`src/design/assert_macros.svh`:
```
// Assertion macros for the frame builder. Clock clk, reset arst_n are taken from scope.
`ifndef ASSERT_MACROS_SVH
`define ASSERT_MACROS_SVH
`ifndef SYNTHESIS
`define LPFB_ASSERT(lbl, prop, msg) \
	lbl: assert property (@(posedge clk) disable iff (!arst_n) (prop)) else $error(msg);
`define LPFB_NEVER(lbl, cond, msg) \
	lbl: assert property (@(posedge clk) disable iff (!arst_n) !(cond)) else $error(msg);
`else
`define LPFB_ASSERT(lbl, prop, msg)
`define LPFB_NEVER(lbl, cond, msg)
`endif
`endif

```
`src/design/lpfb_pkg.sv`:
```
package lpfb_pkg;

	localparam int MAX_LEN = 1024;
	localparam logic [15:0] LEN_LIMIT = 16'(MAX_LEN - 10);
	localparam logic [15:0] OPC_OVERHEAD = 16'd5;
	localparam logic [15:0] UNI_OVERHEAD = 16'd3;

	localparam int QDEPTH = 4;
	localparam int QAW = $clog2(QDEPTH);

	typedef enum logic [1:0] {
		J_OPC,
		J_UNI,
		J_PAY,
		J_REJ
	} jtype_t;

	// one queued job: a frame header, one payload byte or a rejection
	typedef struct packed {
		jtype_t      jtype;
		logic [15:0] total;
		logic [15:0] opcode;
		logic        has_data;
		logic        last;
		logic [7:0]  data;
	} job_t;

endpackage

```
`src/design/lpfb_in_if.sv`:
```
interface lpfb_in_if;
	logic        valid;
	logic        ready;
	logic        command;
	logic [15:0] opcode;
	logic [15:0] payload_len;
	logic        first;
	logic [7:0]  data_byte;

	modport source(output valid, command, opcode, payload_len, first, data_byte, input ready);
	modport sink(input valid, command, opcode, payload_len, first, data_byte, output ready);
endinterface

```
`src/design/lpfb_out_if.sv`:
```
interface lpfb_out_if;
	logic       valid;
	logic       ready;
	logic [7:0] out_byte;
	logic       out_last;
	logic       rejected;

	modport source(output valid, out_byte, out_last, rejected, input ready);
	modport sink(input valid, out_byte, out_last, rejected, output ready);
endinterface

```
`src/design/lpfb_front.sv`:
```
module lpfb_front (
	input  logic            clk,
	input  logic            arst_n,
	lpfb_in_if.sink         items,
	input  logic            q_full,
	output logic            q_push,
	output lpfb_pkg::job_t  q_job
);
	import lpfb_pkg::*;

	logic [15:0] bytes_left_q;
	logic        in_frame_q;
	logic        discarding_q;

	logic        acc;
	logic        rej;
	logic [15:0] len;

	assign items.ready = !q_full;
	assign acc = items.valid && items.ready;
	assign len = items.payload_len;
	assign rej = (len > LEN_LIMIT) || (items.command && (len == 16'd0));

	always_comb begin
		q_job          = '0;
		q_job.opcode   = items.opcode;
		q_job.data     = items.data_byte;
		q_push         = 1'b0;
		if (items.first) begin
			q_push         = acc;
			q_job.jtype    = rej ? J_REJ : (items.command ? J_UNI : J_OPC);
			q_job.total    = len + (items.command ? UNI_OVERHEAD : OPC_OVERHEAD);
			q_job.has_data = (len != 16'd0);
			q_job.last     = (len <= 16'd1);
		end else begin
			q_job.jtype    = J_PAY;
			q_job.has_data = 1'b1;
			q_job.last     = (bytes_left_q == 16'd1);
			q_push         = acc && !discarding_q && in_frame_q && (bytes_left_q != 16'd0);
		end
	end

	always_ff @(posedge clk or negedge arst_n) begin
		if (!arst_n) begin
			bytes_left_q <= '0;
			in_frame_q   <= 1'b0;
			discarding_q <= 1'b0;
		end else if (acc) begin
			if (items.first) begin
				if (rej) begin
					in_frame_q   <= 1'b0;
					discarding_q <= (len > 16'd1);
					bytes_left_q <= (len > 16'd1) ? len - 16'd1 : 16'd0;
				end else begin
					discarding_q <= 1'b0;
					in_frame_q   <= (len > 16'd1);
					bytes_left_q <= (len != 16'd0) ? len - 16'd1 : 16'd0;
				end
			end else if (discarding_q) begin
				bytes_left_q <= bytes_left_q - 16'd1;
				discarding_q <= (bytes_left_q != 16'd1);
			end else if (in_frame_q && (bytes_left_q != 16'd0)) begin
				bytes_left_q <= bytes_left_q - 16'd1;
				in_frame_q   <= (bytes_left_q != 16'd1);
			end
		end
	end

endmodule

```
`src/design/lpfb_queue.sv`:
```
`include "assert_macros.svh"
module lpfb_queue (
	input  logic            clk,
	input  logic            arst_n,
	input  logic            push,
	input  lpfb_pkg::job_t  push_job,
	output logic            full,
	input  logic            pop,
	output logic            avail,
	output lpfb_pkg::job_t  head
);
	import lpfb_pkg::*;

	job_t           mem_q [QDEPTH];
	logic [QAW-1:0] wr_ptr_q;
	logic [QAW-1:0] rd_ptr_q;
	logic [QAW:0]   count_q;

	assign full  = (count_q == (QAW+1)'(QDEPTH));
	assign avail = (count_q != '0);
	assign head  = mem_q[rd_ptr_q];

	always_ff @(posedge clk) begin
		if (push) begin
			mem_q[wr_ptr_q] <= push_job;
		end
	end

	always_ff @(posedge clk or negedge arst_n) begin
		if (!arst_n) begin
			wr_ptr_q <= '0;
			rd_ptr_q <= '0;
			count_q  <= '0;
		end else begin
			if (push) begin
				wr_ptr_q <= wr_ptr_q + 1'b1;
			end
			if (pop) begin
				rd_ptr_q <= rd_ptr_q + 1'b1;
			end
			if (push && !pop) begin
				count_q <= count_q + 1'b1;
			end else if (pop && !push) begin
				count_q <= count_q - 1'b1;
			end
		end
	end

	`LPFB_NEVER(a_push_full, push && full, "job pushed into full queue")
	`LPFB_NEVER(a_pop_empty, pop && !avail, "job popped from empty queue")

endmodule

```
`src/design/lpfb_back.sv`:
```
`include "assert_macros.svh"
module lpfb_back (
	input  logic            clk,
	input  logic            arst_n,
	input  logic            q_avail,
	input  lpfb_pkg::job_t  q_head,
	output logic            q_pop,
	lpfb_out_if.source      frames
);
	import lpfb_pkg::*;

	typedef enum logic [2:0] {
		K_END,
		K_LENHI,
		K_LENLO,
		K_OPHI,
		K_OPLO,
		K_DATA,
		K_CSUM,
		K_REJ
	} kind_t;

	kind_t      cur_q;
	job_t       job_q;
	logic [7:0] sum_q;
	logic       out_valid_q;
	logic [7:0] out_byte_q;
	logic       out_last_q;
	logic       out_rej_q;

	logic       busy;
	logic       emit;
	logic       frame_start;
	kind_t      nxt_c;
	kind_t      after_hdr;
	kind_t      start_c;
	logic [7:0] byte_c;

	assign busy = (cur_q != K_END);
	assign emit = busy && (!out_valid_q || frames.ready);
	assign after_hdr = job_q.has_data ? K_DATA : K_CSUM;
	assign frame_start = ((cur_q == K_LENHI) && (job_q.jtype == J_OPC)) ||
		((cur_q == K_LENLO) && (job_q.jtype == J_UNI));

	always_comb begin
		byte_c = 8'h00;
		nxt_c  = K_END;
		unique case (cur_q)
			K_LENHI: begin
				byte_c = job_q.total[15:8];
				nxt_c  = (job_q.jtype == J_OPC) ? K_LENLO : after_hdr;
			end
			K_LENLO: begin
				byte_c = job_q.total[7:0];
				nxt_c  = (job_q.jtype == J_OPC) ? K_OPHI : K_LENHI;
			end
			K_OPHI: begin
				byte_c = job_q.opcode[15:8];
				nxt_c  = K_OPLO;
			end
			K_OPLO: begin
				byte_c = job_q.opcode[7:0];
				nxt_c  = after_hdr;
			end
			K_DATA: begin
				byte_c = job_q.data;
				nxt_c  = job_q.last ? K_CSUM : K_END;
			end
			K_CSUM: begin
				byte_c = 8'h00 - sum_q;
				nxt_c  = K_END;
			end
			K_REJ: begin
				byte_c = 8'h00;
				nxt_c  = K_END;
			end
			K_END: begin
				byte_c = 8'h00;
				nxt_c  = K_END;
			end
		endcase
	end

	always_comb begin
		unique case (q_head.jtype)
			J_OPC:   start_c = K_LENHI;
			J_UNI:   start_c = K_LENLO;
			J_PAY:   start_c = K_DATA;
			J_REJ:   start_c = K_REJ;
		endcase
	end

	// next job loads as the current one hands over its final word
	assign q_pop = q_avail && (!busy || (emit && (nxt_c == K_END)));

	assign frames.valid    = out_valid_q;
	assign frames.out_byte = out_byte_q;
	assign frames.out_last = out_last_q;
	assign frames.rejected = out_rej_q;

	always_ff @(posedge clk or negedge arst_n) begin
		if (!arst_n) begin
			cur_q       <= K_END;
			job_q       <= '0;
			sum_q       <= '0;
			out_valid_q <= 1'b0;
			out_byte_q  <= '0;
			out_last_q  <= 1'b0;
			out_rej_q   <= 1'b0;
		end else begin
			if (emit) begin
				out_valid_q <= 1'b1;
				out_byte_q  <= byte_c;
				out_last_q  <= (cur_q == K_CSUM);
				out_rej_q   <= (cur_q == K_REJ);
				sum_q       <= frame_start ? byte_c : sum_q + byte_c;
			end else if (frames.ready) begin
				out_valid_q <= 1'b0;
			end
			if (q_pop) begin
				cur_q <= start_c;
				job_q <= q_head;
			end else if (emit) begin
				cur_q <= nxt_c;
			end
		end
	end

	`LPFB_NEVER(a_last_rej, out_valid_q && out_last_q && out_rej_q,
		"checksum word flagged as rejection")
	`LPFB_ASSERT(a_pop_done, q_pop |-> (!busy || emit), "job replaced before it finished")

endmodule

```
`src/design/length_prefixed_frame_builder.sv`:
```
// Length-prefixed frame builder.
// items (valid/ready): one word per payload byte. The word with first = 1 opens
//   a frame and carries its kind (command), opcode, payload_len and, when
//   payload_len is not zero, the first payload byte.
// frames (valid/ready): one word per encoded frame byte. out_last marks the
//   checksum word; a rejected frame gives one word with rejected = 1, byte 0.
// Opcode frame: length+5 big-endian, opcode big-endian, payload, checksum.
// Universal frame: length+3 little-endian, payload, checksum.
// Structure: a classifier tracks frame position and drops stray or discarded
//   words, pushing jobs into a 4-entry queue; an expander turns each job into
//   frame bytes through a registered output stage.
// Path: an accepted word is queued, loaded into the expander, then registered.
// Throughput: one input word per cycle while the queue has room; the expander
//   emits one word per cycle while the receiver is ready, so a header word gives
//   up to 6 output words, a payload word one (two on the final byte). The queue
//   depth sets how much header overhead is absorbed before items.ready drops.
// Reset: queue empty, no frame open, nothing on the output.
// Receiver stall: the output word holds, the expander stops, the queue fills
//   and then items.ready goes low until words drain.
module length_prefixed_frame_builder (
	input  logic       clk,
	input  logic       arst_n,
	lpfb_in_if.sink    items,
	lpfb_out_if.source frames
);
	import lpfb_pkg::*;

	logic q_push;
	logic q_full;
	logic q_pop;
	logic q_avail;
	job_t push_job;
	job_t head_job;

	lpfb_front u_front (
		.clk    (clk),
		.arst_n (arst_n),
		.items  (items),
		.q_full (q_full),
		.q_push (q_push),
		.q_job  (push_job)
	);

	lpfb_queue u_queue (
		.clk      (clk),
		.arst_n   (arst_n),
		.push     (q_push),
		.push_job (push_job),
		.full     (q_full),
		.pop      (q_pop),
		.avail    (q_avail),
		.head     (head_job)
	);

	lpfb_back u_back (
		.clk     (clk),
		.arst_n  (arst_n),
		.q_avail (q_avail),
		.q_head  (head_job),
		.q_pop   (q_pop),
		.frames  (frames)
	);

endmodule

```
`src/flat_wrapper.sv`:
```
// flat-port wrapper written by rule: the top's interface ports become plain ports
module length_prefixed_frame_builder_flat import lpfb_pkg::*;
  (clk, arst_n, items_valid, items_command, items_opcode, items_payload_len, items_first, items_data_byte, items_ready, frames_valid, frames_out_byte, frames_out_last, frames_rejected, frames_ready);
  lpfb_in_if items_i ();
  lpfb_out_if frames_i ();
  input  logic clk;
  input  logic arst_n;
  input wire logic [$bits(items_i.valid)-1:0] items_valid;
  input wire logic [$bits(items_i.command)-1:0] items_command;
  input wire logic [$bits(items_i.opcode)-1:0] items_opcode;
  input wire logic [$bits(items_i.payload_len)-1:0] items_payload_len;
  input wire logic [$bits(items_i.first)-1:0] items_first;
  input wire logic [$bits(items_i.data_byte)-1:0] items_data_byte;
  output wire logic [$bits(items_i.ready)-1:0] items_ready;
  output wire logic [$bits(frames_i.valid)-1:0] frames_valid;
  output wire logic [$bits(frames_i.out_byte)-1:0] frames_out_byte;
  output wire logic [$bits(frames_i.out_last)-1:0] frames_out_last;
  output wire logic [$bits(frames_i.rejected)-1:0] frames_rejected;
  input wire logic [$bits(frames_i.ready)-1:0] frames_ready;
  assign items_i.valid = items_valid;
  assign items_i.command = items_command;
  assign items_i.opcode = items_opcode;
  assign items_i.payload_len = items_payload_len;
  assign items_i.first = items_first;
  assign items_i.data_byte = items_data_byte;
  assign items_ready = items_i.ready;
  assign frames_valid = frames_i.valid;
  assign frames_out_byte = frames_i.out_byte;
  assign frames_out_last = frames_i.out_last;
  assign frames_rejected = frames_i.rejected;
  assign frames_i.ready = frames_ready;
  length_prefixed_frame_builder u_core (.clk(clk), .arst_n(arst_n), .items(items_i), .frames(frames_i));
endmodule
```
`config.mk`:
```
export PLATFORM = sky130hd
export DESIGN_NAME = length_prefixed_frame_builder_flat
export DESIGN_NICKNAME = d
export VERILOG_FILES = /design/src/design/lpfb_pkg.sv /design/src/design/lpfb_in_if.sv /design/src/design/lpfb_out_if.sv /design/src/design/lpfb_front.sv /design/src/design/lpfb_queue.sv /design/src/design/lpfb_back.sv /design/src/design/length_prefixed_frame_builder.sv /design/src/flat_wrapper.sv
export VERILOG_INCLUDE_DIRS = /design/src /design/src/design
export SDC_FILE = /design/constraint.sdc
export NUM_CORES = 1
export LEC_CHECK = 0
export ABC_AREA = 1
export BUFFER_PORTS_ARGS = -buffer_cell sky130_fd_sc_hd__buf_2
export CORE_MARGIN = 3
export CORE_UTILIZATION = 50
export CTS_BUF_LIST = sky130_fd_sc_hd__clkbuf_4 sky130_fd_sc_hd__clkbuf_8
export DETAILED_ROUTE_END_ITERATION = 16
export GPL_TIMING_DRIVEN = 0
export PLACE_DENSITY = 0.7
export SYNTH_ARGS = -nofsm -noshare
export SYNTH_HDL_FRONTEND = slang
export SYNTH_SLANG_ARGS = --single-unit
```
`constraint.sdc`:
```
create_clock -name clk -period 3.8 [get_ports clk]
set_input_delay 0.76 -clock clk [delete_from_list [all_inputs] [get_ports clk]]
set_output_delay 0.76 -clock clk [all_outputs]
set_load 0.005 [all_outputs]
```
==> metrics.csv <==
stage;metric;value;unit
run_status;status;finished, final reports clean;
floorplan;die height;163;microns
timing;post-route setup slack;485;ps
route;drt wl/cell;17.5;microns
layout;Total Nets Final;1466;
clock_tree;CTS buffer count;44;
floorplan;core area;0.0239;sq mm
hold_path;worst hold path type;input pin to async pin;
floorplan;Die Width;163;microns
placed_design;port bufs;53;
power;VDD IR max;438;uV
layout;filler cell count;2055;
logic_synthesis;Yosys reg bits;267;
clock_tree;TritonCTS clock tree;done;
critical_path;FF-to-FF End;u_core.u_queue.mem_q[0][0]$_DFFE_PP_;
global_route;largest net degree at the start of global routing;69;
clock_tree;# resized after CTS;0;
logic_synthesis;Avg Cell Area, Syn;9.59;sq um
floorplan;Top Ports;58;
global_route;gr ovfl total;0;
logic_synthesis;register area share after synthesis;0.610;
timing;minimum clock period;3320;ps
clock_tree;clk_lat worst skew;560;ps
floorplan;Rows;56;
global_route;GR Util All Layers;0.234;
logic_synthesis;YS warnings;0;
logic_synthesis;Unique masters post-synth;41;
critical_path;CP max stage delay;770;ps
clock_tree;clk sinks;267;
route;antenna-violating nets left;0;
critical_path;critical path class;register to register;
placed_design;Final GP Congestion;0.943;
logic_synthesis;Synth top area share;0.426;
critical_path;crit-path max FO;26;
critical_path;Critical-path top delay cell;nor2_4;
timing;Slew HR;0.384;
route;final WL;30600;microns
clock_tree;cts hold-fix bufs;0;
clock_tree;Root Driver;clkbuf_8;
critical_path;Critical Path End Type;register;
route;top sig layer;met4;
timing;Final period util;0.872;
critical_path;worst r2r path cells;12;
timing;Fin. Hold Viols;0;
timing;Least-Margin Pin Slew;921;ps
route;vias per cell;5.58;
route;met3 WL;2120;microns
critical_path;WP data arrival;3560;ps
global_route;vias in the first global route;9443;
timing;FMAX;302;MHz
route;Pre-Repair DR Iteration Count;6;
clock_tree;Post CTS Setup Buffer Count;0;
critical_path;Critical Path Source;u_core.u_front.bytes_left_q[0]$_DFFE_PN0P_;
power;LEAKAGE;5.84;nW
critical_path;CP Launch Type;register;
critical_path;Crit path required time;4040;ps
placed_design;Post-DP Area;0.0132;sq mm
logic_synthesis;area leader, netlist;edfxtp_1;
route;DR WL met2;14000;microns
timing;RSZ-0062 raised after global routing;no;
global_route;initial antenna violation count;2;
placed_design;post-detail-place hpwl;20800;microns
clock_tree;Clk pin slew, worst setup/hold paths;60;ps
logic_synthesis;synthesized instance count;1293;
timing;Final Max Tran Viols;0;
critical_path;Critical R2R Launch;u_core.u_front.bytes_left_q[0]$_DFFE_PN0P_;
layout;Layout Cell Area excl Fill;0.0141;sq mm
logic_synthesis;Net Count, Synth;1362;
critical_path;Worst Setup EP;u_core.u_queue.mem_q[0][0]$_DFFE_PP_;
layout;ratio of cells with drive above 1 in the final layout;0.113;
clock_tree;H-tree depth;2;
placed_design;Place WS;222;ps
layout;Layout area overhead;13.6;%
run;max_cap viols;0;
timing;clk_skew;26.0;ps
power;PwrDens;827;mW/mm^2
route;via count;9754;
route;Residual DRC;0;
critical_path;most frequent CP cell;nand2_1;
layout;fin util;0.589;
floorplan;full die area;0.0267;sq mm
timing;Fin Hold WS;137;ps
global_route;first-pass GRT wire length;49200;microns
route;wire length on met1;13600;microns
critical_path;reg2reg setup slack;480;ps
floorplan;initial core utilization;0.519;
timing;Setup violations, final;0;
critical_path;worst path cell trace;inv_1, ha_1, nand2_1, nor2_1, nand2_1, nand2_1, nand2_1, nand2_1, nor2_1, inv_1, nor2_4, buf_16;
logic_synthesis;ranking of synthesized cells by area;edfxtp_1 (43%), dfrtp_1 (18%), nand2_1 (8.1%);
logic_synthesis;mapped cell area;0.0124;sq mm
route;Iter 0 DRT Violations;853;
clock_tree;Max Buffers Root-to-Sink;3;
[cells in the final DEF (no fill, tap or decap), types with 3 or more instances in the layout]
master    count
nand3_1      71
xor2_1       13
or2_2         6
edfxtp_1    176
clkinv_2      5
o22ai_1      47
clkbuf_8     50
nor2_1      173
buf_12        3
o21ai_0     166
a31oi_1       5
clkbuf_1     44
a21oi_1      37
xnor2_1       5
buf_2        60
inv_2         4
nor2_4        4
ha_1         20
dfrtp_1      91
nand4_1      11
nand2_1     266
inv_1       103
clkbuf_4     17
clkinv_1      4
nor3_1       13
fa_1          3
[power breakdown]
group	internal [mW]	leakage, nW	switching (mW)
combinational	1.60	2.65	3.32
sequential	3.83	2.72	0.395
clock	1.37	0.467	1.12
total	6.80	5.84	4.84
[routing by layer]
layer,vias to the layer above,GRT usage
met5,-,0
met4,0,0.0800
met3,69,0.0416
met2,335,0.371
met1,4709,0.328
li1,4641,-
[Yosys cell counts]
| master | count |
|---|---|
| buf_2 | 8 |
| a21oi_1 | 37 |
| o41ai_1 | 1 |
| o22a_1 | 1 |
| o21ai_0 | 166 |
| a41oi_1 | 1 |
| edfxtp_1 | 176 |
| dfrtp_1 | 91 |
| a21boi_0 | 2 |
| xnor2_1 | 5 |
| o32ai_1 | 1 |
| a32o_1 | 1 |
| inv_2 | 4 |
| nor3_1 | 13 |
| nor4_1 | 1 |
| o211ai_1 | 2 |
| nor2_2 | 1 |
| nor3_4 | 1 |
| nand4_1 | 11 |
| xor2_1 | 13 |
| nand2_1 | 266 |
| o22ai_1 | 47 |
| buf_4 | 1 |
| nand3_1 | 71 |
| a21o_1 | 2 |
| nand2_2 | 1 |
| or2_2 | 6 |
| a31oi_1 | 5 |
| nand3b_1 | 2 |
| inv_1 | 103 |
| buf_6 | 2 |
| ha_1 | 20 |
| fa_1 | 3 |
| nor2_1 | 177 |
| o31ai_2 | 1 |
| clkinv_1 | 1 |
| nand2_4 | 1 |
| a22oi_1 | 2 |
| a211oi_1 | 1 |
| o21a_1 | 1 |
| clkbuf_1 | 44 |
[sequential cells by signal, summed over array words and instances, names as in the netlist]
| signal | cells |
|---|---|
| u_core.u_queue.mem_q | 176 |
| u_core.u_back.job_q | 44 |
| u_core.u_front.bytes_left_q | 16 |
| u_core.u_back.frames.out_byte | 8 |
| u_core.u_back.sum_q | 8 |
| u_core.u_back.cur_q | 3 |
| u_core.u_queue.count_q | 3 |
| u_core.u_queue.rd_ptr_q | 2 |
| u_core.u_queue.wr_ptr_q | 2 |
| u_core.u_back.frames.out_last | 1 |
| u_core.u_back.frames.rejected | 1 |
| u_core.u_back.frames.valid | 1 |
| u_core.u_front.discarding_q | 1 |
| u_core.u_front.in_frame_q | 1 |
[through the flow]
step | power, mW | instances | setup TNS, ps
2_1_floorplan | 7.63 | 1293 | -33930
3_3_place_gp | 8.99 | 1665 | -358850
3_5_place_dp | 9.15 | 1670 | 0
4_1_cts | 11.6 | 1747 | 0
5_1_grt | 12.6 | 1749 | 0
6_report | 11.6 | 1749 | 0
[kinds of logic after synthesis]
kind of cell | Yosys count | share of synthesized area
DFF | 267 | 0.610
xor gates and xnor gates | 18 | 0.0127
adders and majority gates | 23 | 0.0250
buffers and inverters | 163 | 0.0517
AOI/OAI and AO/OA | 271 | 0.119
and+or+nand+nor | 551 | 0.182
[final cells by class]
cell class,instances,area (sq um),area share
inverter,108,405,0.0288
buffer,55,235,0.0167
clock buffer,67,816,0.0579
clock inverter,10,52.6,0.00373
antenna,2,5.00,0.000355
sequential,267,7560,0.537
timing repair buffer,58,383,0.0272
multi-input combinational,863,4220,0.300
tap,319,399,0.0283
[critical path, delay by kind of cell, from the launching register on]
family                     cells  cell delay, ps
adders and majority gates      1             250
buffers and inverters          3             670
and+or+nand+nor                8            1690
DFF                            1             380
[how the worst min path moves through the flow]
stage                                                             from                                            to  slack (ps)  depth (start not counted)
final                                                           arst_n         u_core.u_queue.count_q[0]$_DFFE_PN0P_         140                          1
after detailed placement  u_core.u_back.frames.out_byte[5]$_DFFE_PN0P_  u_core.u_back.frames.out_byte[5]$_DFFE_PN0P_         470                          2
after CTS                                                       arst_n         u_core.u_queue.count_q[0]$_DFFE_PN0P_         120                          1
after global routing                                            arst_n         u_core.u_queue.count_q[2]$_DFFE_PN0P_         140                          1
after global placement    u_core.u_back.frames.out_byte[7]$_DFFE_PN0P_  u_core.u_back.frames.out_byte[7]$_DFFE_PN0P_         460                          2
after floorplan                    u_core.u_back.job_q[34]$_DFFE_PN0N_           u_core.u_back.job_q[34]$_DFFE_PN0N_         440                          2
No activity file was read; power rests on OpenSTA's default activity.
